**config.mk**
```make
export PLATFORM = sky130hd
export DESIGN_NAME = qrs_sqrt
export DESIGN_NICKNAME = d
export VERILOG_FILES = /design/src/design/qrs_sqrt.sv
export SDC_FILE = /design/constraint.sdc
export NUM_CORES = 2
export LEC_CHECK = 0
export BUFFER_PORTS_ARGS = -buffer_cell sky130_fd_sc_hd__buf_4
export CAP_MARGIN = 15
export CORE_MARGIN = 2
export CORE_UTILIZATION = 63
export CTS_CLUSTER_DIAMETER = 200
export CTS_CLUSTER_SIZE = 28
export DETAILED_ROUTE_END_ITERATION = 6
export PLACE_DENSITY = 0.84
export SYNTH_ARGS = -nofsm -noshare
export SYNTH_HDL_FRONTEND = slang
export SYNTH_MEMORY_MAX_BITS = 65536
export SYNTH_SLANG_ARGS = --single-unit
```
**constraint.sdc**
```tcl
create_clock -name clk_i -period 3.65 [get_ports clk_i]
set_input_delay 0.5475 -clock clk_i [delete_from_list [all_inputs] [get_ports clk_i]]
set_output_delay 0.5475 -clock clk_i [all_outputs]
set_load 0.01 [all_outputs]
```
**src/design/qrs_sqrt.sv**
```systemverilog
// Pipelined restoring square root: one result bit per stage.
// Radicand is an unsigned DW-bit value; root has RW = DW/2 bits.
// A side word of SW bits travels with each entry.
module qrs_sqrt #(
  parameter int unsigned DW = 64,
  parameter int unsigned SW = 8
) (
  input  logic                clk_i,
  input  logic                rst_ni,
  input  logic                en_i,
  input  logic                valid_i,
  input  logic [DW-1:0]       rad_i,
  input  logic [SW-1:0]       side_i,
  output logic                valid_o,
  output logic [DW/2-1:0]     root_o,
  output logic [SW-1:0]       side_o
);

  localparam int unsigned RW = DW / 2;

  logic            vld_q  [1:RW];
  logic [DW-1:0]   rad_q  [1:RW];
  logic [RW-1:0]   root_q [1:RW];
  logic [RW+1:0]   rem_q  [1:RW];
  logic [SW-1:0]   side_q [1:RW];

  for (genvar s = 0; s < RW; s++) begin : g_stage
    logic          vld_c;
    logic [DW-1:0] rad_c;
    logic [RW-1:0] root_c;
    logic [RW+1:0] rem_c, rem_sh, trial;
    logic [SW-1:0] side_c;
    logic          take;

    // Stage zero loads the radicand, later stages take the previous register
    if (s == 0) begin : g_load
      assign vld_c  = valid_i;
      assign rad_c  = rad_i;
      assign root_c = '0;
      assign rem_c  = '0;
      assign side_c = side_i;
    end else begin : g_chain
      assign vld_c  = vld_q[s];
      assign rad_c  = rad_q[s];
      assign root_c = root_q[s];
      assign rem_c  = rem_q[s];
      assign side_c = side_q[s];
    end

    always_comb begin
      rem_sh = {rem_c[RW-1:0], rad_c[DW-1 -: 2]};
      trial  = {root_c, 2'b01};
      take   = rem_sh >= trial;
    end

    always_ff @(posedge clk_i or negedge rst_ni) begin
      if (!rst_ni) begin
        vld_q[s+1] <= 1'b0;
      end else if (en_i) begin
        vld_q[s+1] <= vld_c;
      end
    end

    always_ff @(posedge clk_i) begin
      if (en_i) begin
        rad_q[s+1]  <= {rad_c[DW-3:0], 2'b00};
        rem_q[s+1]  <= take ? rem_sh - trial : rem_sh;
        root_q[s+1] <= {root_c[RW-2:0], take};
        side_q[s+1] <= side_c;
      end
    end
  end

  assign valid_o = vld_q[RW];
  assign root_o  = root_q[RW];
  assign side_o  = side_q[RW];

endmodule

```
Word level (Yosys, flattened, before mapping)
Memory sizes are Yosys's and may differ from the RTL's. Index checks and enable logic that the tools add are counted.

Flip-flop bits (word level): 32. Bits in writable memories: 4352. Input bits: 76. Output and inout bits: 41. Word-level logic and storage cells: 134. Memories kept: 4.

Memory list: rad_q (words 32, width 62, rd ports 31, clocked after Yosys merged registers in 0, write ports 32, RTL line 22) `logic [DW-1:0] rad_q [1:RW];`; rem_q (words 32, width 34, rd ports 31, clocked after Yosys merged registers in 0, write ports 32, RTL line 24) `logic [RW+1:0] rem_q [1:RW];`; root_q (words 32, width 32, rd ports 32, clocked after Yosys merged registers in 0, write ports 32, RTL line 23) `logic [RW-1:0] root_q [1:RW];`; side_q (words 32, width 8, rd ports 32, clocked after Yosys merged registers in 0, write ports 32, RTL line 25) `logic [SW-1:0] side_q [1:RW];`.

$add $sub $neg: 32. Order comparisons: 32. Multiplexer cells: 34.

Operators with widths (count): two-way mux 34 bit (32); greater-or-equal comparator 34 bit (31); subtractor 34 bit (31); subtractor 2 x 1 -> 3 bit, second input constant (1); greater-or-equal comparator 2 x 1 -> 1 bit, second input constant (1); two-way mux 1 bit (2).

Depth between registers and ports, before layout
An unclocked memory read counts as a cell.

Depth in word-level cells: 3. Mapped depth: 16. Mapped depth without buffers: 12.

Worst setup path after synthesis
No wires, ideal clock.

Path kind: register to register. From: register rem_q[0][717] (netlist name). To: register rem_q[0][779] (netlist name). Setup time: 258 ps. Arrival: 2892 ps. Required time: 3392 ps. Setup slack: 501 ps. Stages on the path, launching flop included: 11. Buffers on the path: 0. Cell sequence: edfxtp_1 -> ha_1 -> a211o_1 -> a21o_1 -> o31ai_1 -> a31o_2 -> o21ai_0 -> a31oi_1 -> o21bai_1 -> a2111o_1 -> xnor2_1.

==> run_results.csv <==
group,metric,value,unit
global_route,grt_first_pass_wirelength,393000,um
floorplanning,ios,117,
global_route,total_track_usage,0.2495,
timing,timing_max_transition_violations_final,0,
floorplanning,fp-row-count,162,
pwr,power_density,566.3,nW/um^2
timing,clock_skew,0.04553,ns
cells_and_area,multi_input_gate_area,38090,sq um
synthesis,synth_top_area_share,0.6592,
outcome,outcome,"completed",
global_route,global_route.usage.met3,0.02465,
routing,drt_iter0_drc,6518,
cts,cts.sink_count,2753,
setup_path,crit_path_start_kind,"register",
synthesis,yosys_most_used_dff,"sky130_fd_sc_hd__edfxtp_1",
timing,finalSetupTns,0,ns
cts,cts.clk_slew.worst_paths,0.11,ns
routing,drt_antenna_net_count,0,
timing,final.min_clock_period,3.572,ns
cts,tritoncts.num_buffers,108,
synthesis,synth-edff-count,2721,
timing,worst_slew_margin_rel,0.3077,
synthesis,dominant_cells_by_area_after_synthesis,"sky130_fd_sc_hd__edfxtp_1 (66%), sky130_fd_sc_hd__ha_1 (5.7%), sky130_fd_sc_hd__xnor2_1 (2.8%)",
timing,grt_setup_unrepaired,"no",
setup_path,critical_path.endpoint_type,"register",
pwr,clkPwrFrac,0.194,
synthesis,synthDistinctLibCells,103,
placement,dp_hpwl,179200,um
setup_path,critPathMaxFanout,7,
cells_and_area,layout.filler_cells,13150,
synthesis,postSynthNetCount,9862,
timing,timing_hold_violations_final,0,
placement,io_buffer_count,116,
cts,post_cts_buffers,0,
cts,cts_tree,"done",
synthesis,average_size_of_a_mapped_cell,13.44,sq um
hold_path,hold_path.class,"input port to asynchronous set/reset pin",
cts,clockRootBuffer,"sky130_fd_sc_hd__clkbuf_16",
synthesis,synth_warnings,0,
floorplanning,core_area,195200,sq um
cts,clock_tree.htree_level_count,3,
routing,totalWireLength,251300,um
global_route,global_routing_usage_on_met1,0.3246,
pwr,sw_frac_of_total,0.2958,
timing,report.final.setup_viol,0,
timing,max_freq,280.0,MHz
routing,detail_route.wl_per_cell,20.55,um
synthesis,ys_async_sr_fraction,0.01162,
routing,route.vias.total,72930,
synthesis,ys_ff_latch,2753,
pwr,internal_power,53.23,mW
cts,insertion_delay,0.82,ns
global_route,pin_count_of_the_biggest_net_entering_global_routing,105,
synthesis,syn_inst,9225,
global_route,grt_antenna_before_repair,2,
floorplanning,die-area,200300,sq um
timing,pin_slew_with_the_least_headroom_to_its_limit,1.031,ns
routing,drcViolationCount,0,
floorplanning,die_h,447.6,um
pwr,lkg_pwr,50.65,nW
setup_path,critPathArrivalTime,4.12,ns
cells_and_area,area_delta_synth_final,7.695,%
global_route,overflow,0,
flow_run,timing.max_cap.violations,0,
setup_path,setup.worst_path.class,"register to register",
timing,worst_slack,0.07806,ns
placement,preCtsSetupSlack,0.1441,ns
global_route,globalRoute.busiestLayer,"met2",
setup_path,required,4.20,ns
cells_and_area,layout.nets,10200,
routing,drt_first_pass_iters,6,
cells_and_area,regArea,82510,sq um
global_route,number_of_global_route_vias_before_repair,72040,
pwr,pwr-share-comb,0.245,
global_route,globalRouteMet2Util,0.4455,
cells_and_area,final_layout_size_suffix_gt1_frac,0.06865,
cts,max-clock-path-buffers,3,
floorplanning,initial_utilization,0.6350,
floorplanning,die_w,447.6,um
synthesis,ys_seq_area_frac,0.6657,
setup_path,timing.reg2reg.worst_path_depth,12,
timing,timing.final.crit_share,0.9786,
pwr,worst_vdd_ir,506.6,uV
synthesis,synth_top_cell_by_area,"sky130_fd_sc_hd__edfxtp_1",
synthesis,post_synthesis_instance_area,123900,sq um
pwr,power_switching,22.36,mW
pwr,power.sequential.fraction,0.562,
placement,finalWeightedCongestion,0.9215,
routing,detail_routed_via_count_per_cell,5.965,
[power groups by stage]
stage | sequential, mW | combinational [mW] | clock (mW)
floorplan | 41.8 | 13.2 | 0
CTS | 42.5 | 18.3 | 15.0
finish | 42.5 | 18.5 | 14.6
detailed placement | 43.2 | 18.1 | 0
global placement | 43.1 | 17.6 | 0
global route | 42.8 | 20.6 | 16.0
[area by class of cell]
class                           instances  share of cell area
Tap cell                             2624             0.02460
Sequential cell                      2753              0.6181
Antenna cell                            4          0.00007499
Inverter                              719             0.02023
Clock inverter                          7            0.001237
Timing Repair Buffer                  415             0.02923
Multi-Input combinational cell       5569              0.2853
Clock buffer                          136             0.02119
[state kept, by name (all words and copies together) (netlist names)]
register / flops
rad_q: 992
valid_o: 1
root_q: 528
g_stage.vld_c: 31
side_q: 256
rem_q: 945
[Yosys cell counts (all sizes together) (12+ instances only)]
cell,instances
or2,40
a21o,234
nand2b,101
nor2b,87
edfxtp,2721
ha,561
and3,52
a2111oi,22
o31ai,59
or4,55
a221oi,13
o21bai,58
o21ai,474
o21a,102
o211ai,40
nor4b,16
xnor2,402
nand4b,18
nor4,107
o31a,12
a31oi,51
nand3,137
mux2,97
nand3b,25
nor3b,12
a21oi,580
a211oi,58
dfrtp,32
a21boi,26
clkbuf,132
nor3,201
and4,12
buf,52
xor2,388
nor2,531
or3,81
inv,718
and2,41
nand4,98
nand2,609
a211o,25
[kinds of logic after synthesis]
| group | Yosys count | share of synthesized area |
|---|---|---|
| compound gates | 1872 | 0.09422 |
| xor+xnor | 790 | 0.05582 |
| fa+ha+maj | 561 | 0.05663 |
| buf+inv | 903 | 0.02787 |
| flops | 2753 | 0.6657 |
| mux | 104 | 0.009499 |
| other cells | 1 | 0.00003025 |
| simple gates | 2241 | 0.09025 |
[metrics by stage]
step                  util  instances  total power, mW  hold slack (ns)  area, sq um
detailed placement  0.6642      12010            61.23           0.4045       129600
floorplan                -       9225            55.02           0.2519       123900
global placement    0.6642      12010            60.72           0.4003       129600
CTS                 0.6834      12220            75.79           0.1673       133400
global route        0.6838      12230            79.38           0.2129       133500
finish              0.6839      12230            75.59           0.2205       133500
[what timing repair did]
| item | 4_1_cts | 5_1_grt |
|---|---|---|
| setup endpoints to repair | 0 | 48 |
| hold buffers | 75 | 0 |
| endpoints found under the hold margin | 106 | 0 |
| gates resized for setup | 0 | 21 |
[worst paths after layout]
kind | endpoint | startpoint | slack, ns
worst max register to register | rem_q[0][949] | rem_q[0][895] | 0.08
worst min register to register | side_q[0][63] | side_q[0][55] | 0.40
worst min-delay path | g_stage[7].vld_c | rst_ni | 0.22
max in group asynchronous | g_stage[2].vld_c | rst_ni | 3.14
min in group clk_i | rad_q[0][63] | en_i | 0.28
worst max-delay path | rem_q[0][949] | rem_q[0][895] | 0.08
[per-layer routing]
| layer | part of all wire | up-vias |
|---|---|---|
| li1 | - | 34720 |
| met1 | 0.41 | 35600 |
| met2 | 0.52 | 2156 |
| met3 | 0.045 | 450 |
| met4 | 0.030 | 0 |
| met5 | 0 | - |
[critical path: stages, from the launching register on]
cell and delay, ns:
sky130_fd_sc_hd__edfxtp_1 0.44, sky130_fd_sc_hd__ha_1 0.44, sky130_fd_sc_hd__nand4_1 0.19, sky130_fd_sc_hd__a2111oi_0 0.56
sky130_fd_sc_hd__o21ai_0 0.20, sky130_fd_sc_hd__buf_4 0.19, sky130_fd_sc_hd__a21oi_1 0.25, sky130_fd_sc_hd__o21ai_0 0.19
sky130_fd_sc_hd__buf_4 0.18, sky130_fd_sc_hd__a21oi_1 0.13, sky130_fd_sc_hd__a31oi_1 0.15, sky130_fd_sc_hd__and4b_1 0.25
sky130_fd_sc_hd__xor2_1 0.14
[cells in the final DEF, fill, tap and decap left out, types with 46 or more instances in the layout]
master and n:
sky130_fd_sc_hd__edfxtp_1 2721, sky130_fd_sc_hd__inv_1 714, sky130_fd_sc_hd__nand2_1 609, sky130_fd_sc_hd__a21oi_1 578
sky130_fd_sc_hd__ha_1 561, sky130_fd_sc_hd__nor2_1 531, sky130_fd_sc_hd__o21ai_0 467, sky130_fd_sc_hd__xnor2_1 402
sky130_fd_sc_hd__xor2_1 388, sky130_fd_sc_hd__buf_4 292, sky130_fd_sc_hd__a21o_1 234, sky130_fd_sc_hd__nor3_1 193
sky130_fd_sc_hd__nand3_1 136, sky130_fd_sc_hd__clkbuf_16 109, sky130_fd_sc_hd__o21a_1 102, sky130_fd_sc_hd__nand2b_1 101
sky130_fd_sc_hd__nor4_1 100, sky130_fd_sc_hd__nand4_1 98, sky130_fd_sc_hd__mux2_2 93, sky130_fd_sc_hd__nor2b_1 87
sky130_fd_sc_hd__or3_1 78, sky130_fd_sc_hd__dlygate4sd3_1 75, sky130_fd_sc_hd__o31ai_1 59, sky130_fd_sc_hd__o21bai_1 58
sky130_fd_sc_hd__a211oi_1 55, sky130_fd_sc_hd__or4_1 53, sky130_fd_sc_hd__and3_1 52, sky130_fd_sc_hd__a31oi_1 49
sky130_fd_sc_hd__buf_12 46
(Power assumes the default switching activity.)
